--- src/sllist_pkg.sv ---
// shared types and constants of the singly linked list engine
// used by the core, the node ram wrapper users and the port checker
`default_nettype none

package sllist_pkg;

    localparam int CAPACITY_DEF = 32;
    localparam int DATA_W       = 32;
    localparam int OP_W         = 3;
    localparam int ST_W         = 3;

    typedef enum logic [OP_W-1:0] {
        OP_INS_HEAD   = 3'd0,
        OP_INS_TAIL   = 3'd1,
        OP_INS_AFTER  = 3'd2,
        OP_INS_BEFORE = 3'd3,
        OP_DEL_HEAD   = 3'd4,
        OP_DEL_TAIL   = 3'd5,
        OP_DEL_AFTER  = 3'd6,
        OP_DUMP       = 3'd7
    } t_op;

    typedef enum logic [ST_W-1:0] {
        ST_OK      = 3'd0,
        ST_EMPTY   = 3'd1,
        ST_NOKEY   = 3'd2,
        ST_NOAFTER = 3'd3,
        ST_FULL    = 3'd4
    } t_status;

endpackage

`default_nettype wire

--- src/sllist_ram.sv ---
// generic single write port, single read port ram with registered read
// no dependencies
`default_nettype none

module sllist_ram #(
    parameter int WIDTH = 32,
    parameter int DEPTH = 32
) (
    input  wire logic                     i_clk,
    input  wire logic                     i_we,
    input  wire logic [$clog2(DEPTH)-1:0] i_waddr,
    input  wire logic [WIDTH-1:0]         i_wdata,
    input  wire logic [$clog2(DEPTH)-1:0] i_raddr,
    output logic      [WIDTH-1:0]         o_rdata
);

    logic [WIDTH-1:0] r_mem [DEPTH];

    always_ff @(posedge i_clk) begin
        if (i_we) begin
            r_mem[i_waddr] <= i_wdata;
        end
        o_rdata <= r_mem[i_raddr];
    end

endmodule

`default_nettype wire

--- src/singly_linked_list_engine_core.sv ---
// top level of the singly linked list engine: sequencer, free map, node rams
// depends on sllist_pkg and sllist_ram
//
// usage
//   a request transfers when start is high and busy is low; it carries an
//   operation, a value to insert and a key to search for
//   every request gives one result on o_valid, o_status, o_out_value, o_last;
//   a dump gives one result per list element, the last one marked by o_last
//   results show for one cycle and cannot be held off by the receiver
//   errors found at the head give their result straight from idle, head inserts
//   go straight to the node write and a head delete reads the head node first;
//   walks read each node visited from the rams and then evaluate it, over at
//   most CAPACITY nodes, and then write the changed nodes and links;
//   a dump gives its elements in list order, one per node read and evaluate
//   busy drops in the cycle that shows the last result of a request
//   reset empties the list and frees every node; node rams are not cleared
`default_nettype none

module singly_linked_list_engine_core
    import sllist_pkg::*;
#(
    parameter int CAPACITY = CAPACITY_DEF
) (
    input  wire logic                     i_clk,
    input  wire logic                     i_rst_n,
    input  wire logic                     start,
    output logic                          busy,
    input  wire logic [OP_W-1:0]          i_op,
    input  wire logic signed [DATA_W-1:0] i_item_value,
    input  wire logic signed [DATA_W-1:0] i_match_key,
    output logic                          o_valid,
    output logic [ST_W-1:0]               o_status,
    output logic signed [DATA_W-1:0]      o_out_value,
    output logic                          o_last
);

    localparam int AW = $clog2(CAPACITY);
    localparam int LW = $clog2(CAPACITY + 1);
    localparam int SW = $clog2(CAPACITY);
    localparam logic [LW-1:0] LNULL = LW'(CAPACITY);
    localparam logic [SW-1:0] LAST_STEP = SW'(CAPACITY - 1);

    typedef enum logic [5:0] {
        S_IDLE  = 6'b000001,
        S_READ  = 6'b000010,
        S_EVAL  = 6'b000100,
        S_ALLOC = 6'b001000,
        S_LINK  = 6'b010000,
        S_FETCH = 6'b100000
    } t_state;

    t_state                    r_state, n_state;
    logic                      r_take, n_take;
    t_op                       r_op, n_op;
    logic signed [DATA_W-1:0]  r_val, n_val;
    logic signed [DATA_W-1:0]  r_key, n_key;
    logic [LW-1:0]             r_head, n_head;
    logic [CAPACITY-1:0]       r_free, n_free;
    logic [LW-1:0]             r_cur, n_cur;
    logic [LW-1:0]             r_prev, n_prev;
    logic [SW-1:0]             r_steps, n_steps;
    logic [AW-1:0]             r_new, n_new;
    logic [LW-1:0]             r_nlink, n_nlink;
    logic                      n_valid;
    logic [ST_W-1:0]           n_status;
    logic signed [DATA_W-1:0]  n_value;
    logic                      n_last;

    logic                      vw_en, lw_en;
    logic [AW-1:0]             vw_addr, lw_addr, rd_addr;
    logic [DATA_W-1:0]         vw_data, rd_value;
    logic [LW-1:0]             lw_data, rd_link, w_nxl;
    logic [AW-1:0]             w_free_idx;
    logic                      w_has_free, w_empty, w_last_step;

    sllist_ram #(.WIDTH(DATA_W), .DEPTH(CAPACITY)) u_values (
        .i_clk   (i_clk),
        .i_we    (vw_en),
        .i_waddr (vw_addr),
        .i_wdata (vw_data),
        .i_raddr (rd_addr),
        .o_rdata (rd_value)
    );

    sllist_ram #(.WIDTH(LW), .DEPTH(CAPACITY)) u_links (
        .i_clk   (i_clk),
        .i_we    (lw_en),
        .i_waddr (lw_addr),
        .i_wdata (lw_data),
        .i_raddr (rd_addr),
        .o_rdata (rd_link)
    );

    always_comb begin
        w_free_idx = '0;
        for (int i = CAPACITY - 1; i >= 0; i--) begin
            if (r_free[i]) begin
                w_free_idx = AW'(i);
            end
        end
    end

    assign w_has_free  = |r_free;
    assign w_empty     = (r_head == LNULL);
    assign w_last_step = (r_steps == LAST_STEP);
    assign w_nxl       = (rd_link >= LNULL) ? LNULL : rd_link;
    assign rd_addr     = r_take ? r_new : r_cur[AW-1:0];
    assign busy        = (r_state != S_IDLE);

    always_comb begin
        n_state  = r_state;
        n_take   = r_take;
        n_op     = r_op;
        n_val    = r_val;
        n_key    = r_key;
        n_head   = r_head;
        n_free   = r_free;
        n_cur    = r_cur;
        n_prev   = r_prev;
        n_steps  = r_steps;
        n_new    = r_new;
        n_nlink  = r_nlink;
        n_valid  = 1'b0;
        n_status = ST_OK;
        n_value  = '0;
        n_last   = 1'b1;
        vw_en    = 1'b0;
        vw_addr  = r_new;
        vw_data  = r_val;
        lw_en    = 1'b0;
        lw_addr  = r_new;
        lw_data  = r_nlink;

        unique case (r_state)
            S_IDLE: begin
                n_take = 1'b0;
                if (start) begin
                    n_op    = t_op'(i_op);
                    n_val   = i_item_value;
                    n_key   = i_match_key;
                    n_cur   = r_head;
                    n_prev  = LNULL;
                    n_steps = '0;
                    n_new   = w_free_idx;
                    unique case (t_op'(i_op)) inside
                        OP_INS_HEAD: begin
                            n_nlink = r_head;
                            if (w_has_free) begin
                                n_state = S_ALLOC;
                            end else begin
                                n_valid  = 1'b1;
                                n_status = ST_FULL;
                            end
                        end
                        OP_INS_TAIL: begin
                            n_nlink = LNULL;
                            if (!w_empty) begin
                                n_state = S_READ;
                            end else if (w_has_free) begin
                                n_state = S_ALLOC;
                            end else begin
                                n_valid  = 1'b1;
                                n_status = ST_FULL;
                            end
                        end
                        default: begin
                            if (w_empty) begin
                                n_valid  = 1'b1;
                                n_status = ST_EMPTY;
                            end else begin
                                n_state = S_READ;
                            end
                        end
                    endcase
                end
            end

            S_READ: begin
                n_state = S_EVAL;
            end

            S_EVAL: begin
                n_state = S_IDLE;
                unique case (r_op) inside
                    OP_DEL_HEAD: begin
                        n_valid = 1'b1;
                        n_value = rd_value;
                        n_head  = w_nxl;
                        n_free[r_cur[AW-1:0]] = 1'b1;
                    end
                    OP_INS_TAIL, OP_DEL_TAIL: begin
                        if (w_nxl == LNULL || w_last_step) begin
                            if (r_op == OP_DEL_TAIL) begin
                                n_valid = 1'b1;
                                n_value = rd_value;
                                n_free[r_cur[AW-1:0]] = 1'b1;
                                if (r_prev == LNULL) begin
                                    n_head = LNULL;
                                end else begin
                                    lw_en   = 1'b1;
                                    lw_addr = r_prev[AW-1:0];
                                    lw_data = LNULL;
                                end
                            end else if (w_has_free) begin
                                n_new   = w_free_idx;
                                n_nlink = LNULL;
                                n_state = S_ALLOC;
                            end else begin
                                n_valid  = 1'b1;
                                n_status = ST_FULL;
                            end
                        end else begin
                            n_prev  = r_cur;
                            n_cur   = w_nxl;
                            n_steps = r_steps + 1'b1;
                            n_state = S_READ;
                        end
                    end
                    OP_DUMP: begin
                        n_valid = 1'b1;
                        n_value = rd_value;
                        n_last  = (w_nxl == LNULL) || w_last_step;
                        if (!n_last) begin
                            n_cur   = w_nxl;
                            n_steps = r_steps + 1'b1;
                            n_state = S_READ;
                        end
                    end
                    default: begin
                        if ($signed(rd_value) == r_key) begin
                            if (r_op == OP_DEL_AFTER) begin
                                if (w_nxl == LNULL) begin
                                    n_valid  = 1'b1;
                                    n_status = ST_NOAFTER;
                                end else begin
                                    n_new   = w_nxl[AW-1:0];
                                    n_take  = 1'b1;
                                    n_state = S_FETCH;
                                end
                            end else if (w_has_free) begin
                                n_new   = w_free_idx;
                                n_nlink = (r_op == OP_INS_AFTER) ? w_nxl : r_cur;
                                n_state = S_ALLOC;
                            end else begin
                                n_valid  = 1'b1;
                                n_status = ST_FULL;
                            end
                        end else if (w_nxl == LNULL || w_last_step) begin
                            n_valid  = 1'b1;
                            n_status = ST_NOKEY;
                        end else begin
                            n_prev  = r_cur;
                            n_cur   = w_nxl;
                            n_steps = r_steps + 1'b1;
                            n_state = S_READ;
                        end
                    end
                endcase
            end

            S_ALLOC: begin
                vw_en  = 1'b1;
                lw_en  = 1'b1;
                n_free[r_new] = 1'b0;
                n_state = S_IDLE;
                unique case (r_op) inside
                    OP_INS_AFTER: begin
                        n_state = S_LINK;
                    end
                    OP_INS_TAIL: begin
                        if (w_empty) begin
                            n_head  = LW'(r_new);
                            n_valid = 1'b1;
                        end else begin
                            n_state = S_LINK;
                        end
                    end
                    OP_INS_BEFORE: begin
                        if (r_prev == LNULL) begin
                            n_head  = LW'(r_new);
                            n_valid = 1'b1;
                        end else begin
                            n_state = S_LINK;
                        end
                    end
                    default: begin
                        n_head  = LW'(r_new);
                        n_valid = 1'b1;
                    end
                endcase
            end

            S_LINK: begin
                lw_en   = 1'b1;
                lw_addr = (r_op == OP_INS_BEFORE) ? r_prev[AW-1:0] : r_cur[AW-1:0];
                lw_data = LW'(r_new);
                n_valid = 1'b1;
                n_state = S_IDLE;
            end

            S_FETCH: begin
                n_state = S_LINK;
                if (!r_take) begin
                    n_valid = 1'b1;
                    n_value = rd_value;
                    lw_en   = 1'b1;
                    lw_addr = r_cur[AW-1:0];
                    lw_data = w_nxl;
                    n_free[r_new] = 1'b1;
                    n_state = S_IDLE;
                end
                n_take = 1'b0;
            end

            default: begin
                n_state = S_IDLE;
            end
        endcase
    end

    always_ff @(posedge i_clk) begin
        if (!i_rst_n) begin
            r_state <= S_IDLE;
            r_take  <= 1'b0;
            r_head  <= LNULL;
            r_free  <= '1;
            o_valid <= 1'b0;
        end else begin
            r_state <= (r_state == S_FETCH && r_take) ? S_FETCH : n_state;
            r_take  <= n_take;
            r_head  <= n_head;
            r_free  <= n_free;
            o_valid <= n_valid;
        end
    end

    always_ff @(posedge i_clk) begin
        r_op        <= n_op;
        r_val       <= n_val;
        r_key       <= n_key;
        r_cur       <= n_cur;
        r_prev      <= n_prev;
        r_steps     <= n_steps;
        r_new       <= n_new;
        r_nlink     <= n_nlink;
        o_status    <= n_status;
        o_out_value <= n_value;
        o_last      <= n_last;
    end

endmodule

`default_nettype wire

--- config.mk ---
export PLATFORM = sky130hd
export DESIGN_NAME = singly_linked_list_engine_core
export DESIGN_NICKNAME = d
export VERILOG_FILES = /design/src/sllist_pkg.sv /design/src/sllist_ram.sv /design/src/singly_linked_list_engine_core.sv
export SDC_FILE = /design/constraint.sdc
export NUM_CORES = 2
export LEC_CHECK = 0
export BUFFER_PORTS_ARGS = -buffer_cell sky130_fd_sc_hd__buf_2
export CAP_MARGIN = 40
export CORE_UTILIZATION = 56
export DETAILED_ROUTE_END_ITERATION = 7
export PLACE_DENSITY_LB_ADDON = 0.12
export SYNTH_ARGS = -nofsm -noshare
export SYNTH_HDL_FRONTEND = slang
export SYNTH_HIERARCHICAL = 1
export SYNTH_SLANG_ARGS = --single-unit
--- constraint.sdc ---
create_clock -name i_clk -period 4.1 [get_ports i_clk]
set_clock_uncertainty 0.2 [all_clocks]
set_input_delay 0.615 -clock i_clk [delete_from_list [all_inputs] [get_ports i_clk]]
set_output_delay 0.615 -clock i_clk [all_outputs]
set_load 0.05 [all_outputs]
==> results.txt <==
Post-Synth Adder-Cell Area - 0.000440
Placed Area - 59700 µm²
Worst path max stage delay - 0.60 ns
Die ar. - 103000 µm²
top cell type's share of synthesized area - 0.692
diode count - 0
slowest CP cell - nor2_1
DR vias - 32100
Syn Std Cell Area - 56900 µm²
clock share of power - 0.347
cell family with most CP delay - simple AND/OR/NAND/NOR gates
fin nets - 3753
Worst Hold Class - flip-flop to flip-flop
wire length per cell - 27.9 µm
first-pass GRT wire length - 209000 µm
clock-pin transition on the worst setup and hold timing paths - 0.06 ns
Internal - 26800 µW
top_reg_cell synth - edfxtp_1
First-pass DRT Iterations - 6
Logic pwr share - 0.169
Max clock buf depth - 3
measured slew at the worst slew-check pin - 0.958 ns
Final Max Tran Viols - 0
fraction of the mapped netlist area in simple logic gates - 0.0568
Sw Share - 0.274
xor and xnor area share after synthesis - 0.00539
Starting Density - 0.567
cell count after synthesis - 3427
Via density - 6.21
crit path buf inv count - 0
Critical Path End Type - flip-flop
share of cells above drive strength 1 - 0.164
CTS tree - built
Static Leak - 0.0220 µW
ys async rst share - 0
hold wc startpoint - u_values/o_rdata[24]
Fmax achieved - 257 MHz
Psw - 10100 µW
CP most frequent cell - ha_1
post-synth top area cell - edfxtp_1
Synth cell types - 82
clock root cell - clkbuf_16
Final Hold Fails - 0
global placer's final weighted congestion - 0.894
antenna viol nets, final - 0
Ys Warns - 6
area of the multi-input gates - 14200 µm²
Area Overhead vs Synth - 14.6%
Rows - 116
largest cells by area after synthesis - edfxtp_1 69%, mux2i_1 9.1%, dfxtp_1 4.2%, mux4_2 2.4%, a22oi_1 1.3%
status - complete, no violations
Die W - 321 µm
crit path launch - r_steps[0]
Post-DP HPWL - 81800 µm
largest net degree at the start of global routing - 103
crit share post-route - 0.948
post-synthesis mux area share - 0.117
sequential area share after synthesis - 0.735
latest clock arrival within the worst-skew pair - 0.75 ns
relative slew slack - 0.362
Die H - 321 µm
Core ar. - 100000 µm²
syn_area_per_cell - 16.6 µm²
register share of total power - 0.484
PwrDens - 567 nW/µm²
H-tree depth - 4
vias in the first global route - 31900
Layout fillers - 6855
kind of critical path - flip-flop to flip-flop
FF-to-FF Start - r_steps[0]
post-route setup slack - 0.212 ns
Synth Area in Compound Gates - 0.0641
gr ovfl total - 0
Setup violations, final - 0
largest family of logic cells by synthesized area - multiplexers
post-place setup slack - 0.219 ns
final wirelength - 144000 µm
initial DRC count - 3062
Post-synth EDFFs - 1311
Synth Register Bits - 1431
Arrival @ worst endpoint - 4.05 ns
DRC violations left - 0
worst path required time - 4.27 ns
fin crit period - 3.89 ns
num ports - 108
Max FO, Critical Path - 11
Setup Fix Bufs, Post-CTS - 0
register area - 41800 µm²
initial antenna violation count - 1
Synthesized Nets - 3499
clock buffer count from CTS - 144
GRT Resource Usage Total - 0.281
design area - 65100 µm²
hold_ws - 0.287 ns
Max Cap Viol - 0
CP startpoint kind - flip-flop
port buffer count - 107
crit-path cells - ha_1 -> and3_1 -> ha_1 -> or2_2 -> nand4_4 -> and3_4 -> a222oi_1 -> nand2_1 -> nand3b_1 -> nor2_1
clock tree sinks - 1431
VDD IR max - 0.000386 V
RSZ-0062 raised after global routing - yes
## layout make-up
cell class                      count  share of cell area
Timing Repair Buffer              302              0.0425
Inverter                           22             0.00131
Clock inverter                     79              0.0111
Tap cell                         1357              0.0261
Clock buffer                      187              0.0602
Multi-Input combinational cell   1780               0.218
Sequential cell                  1431               0.641
## placed cells by master, fill, tap and decap left out, types with 68 or more instances in the layout
master         count
a21oi_1          120
nand3_1          116
dlygate4sd3_1     68
mux2i_1          519
a22oi_1           97
buf_4             82
clkbuf_16        149
buf_2            108
nor3_1            72
edfxtp_1        1311
nand2_1          180
nor2_1            76
dfxtp_1          120
## state kept, by name, summed over array words and instances (netlist names), 32 cells and up
register          flops
o_out_value          32
r_val                32
r_free               32
u_links/r_mem       192
r_key                32
u_values/o_rdata     32
u_values/r_mem     1024
## power groups by stage
stage          clock network, µW  registers, µW  logic [µW]
5_1_grt                    13600          17900        6600
3_5_place_dp                   0          18200        6050
4_1_cts                    13000          17900        6110
6_report                   12800          17900        6230
3_3_place_gp                   0          18200        5860
2_1_floorplan                  0          17800        4130
## cells in the mapped netlist (17+ instances only)
cell	count
a22oi_1	97
a22o_1	64
buf_6	26
edfxtp_1	1311
mux4_2	60
xnor2_1	33
nor3_1	72
a31oi_1	64
buf_4	35
nand3_1	116
inv_1	20
dfxtp_1	120
o21ai_0	47
nand2_1	181
mux2i_1	519
nor2_1	110
buf_2	45
a21oi_1	120
clkbuf_1	73
o21ai_1	20
nor2b_1	17
and2_1	36
o211ai_2	31
## through the flow
step | power [µW] | utilization | std cells | setup TNS [ns]
3_5_place_dp | 24300 | 0.595 | 4820 | 0
5_1_grt | 38100 | 0.649 | 5158 | -0.509
3_3_place_gp | 24100 | 0.594 | 4815 | 0
4_1_cts | 37100 | 0.648 | 5153 | 0
6_report | 36900 | 0.649 | 5158 | 0
2_1_floorplan | 22000 | - | 3427 | 0
## metal layers
metal	vias up	global-route usage	wire length, µm
li1	14000	-	-
met1	16400	0.402	61100
met2	1389	0.450	68500
met3	239	0.0402	10500
met4	0	0.0862	3800
met5	-	0	0
## cells by family after synthesis
family                     count (synthesis)
muxes                                    590
DFF                                     1431
AOI/OAI and AO/OA                        514
xor gates and xnor gates                  35
buffers and inverters                    216
and+or+nand+nor                          639
adders and majority gates                  2
## timing repair
| action | 4_1_cts | 5_1_grt |
|---|---|---|
| gates resized for setup | 0 | 1 |
| endpoints found under the setup margin | 0 | 24 |
| hold endpoints to repair | 67 | 1 |
| hold buffers | 67 | 1 |
## path summary, 6_finish.rpt
| path | endpoint | depth (start not counted) | slack (ns) |
|---|---|---|---|
| setup / recovery | u_links/r_mem[26][3] | 10 | 0.21 |
| hold / removal | o_out_value[24] | 1 | 0.29 |
| setup reg to reg | u_links/r_mem[26][3] | 10 | 0.21 |
| hold reg to reg | o_out_value[24] | 1 | 0.29 |
Note: power is estimated with default switching activity, not from simulation.
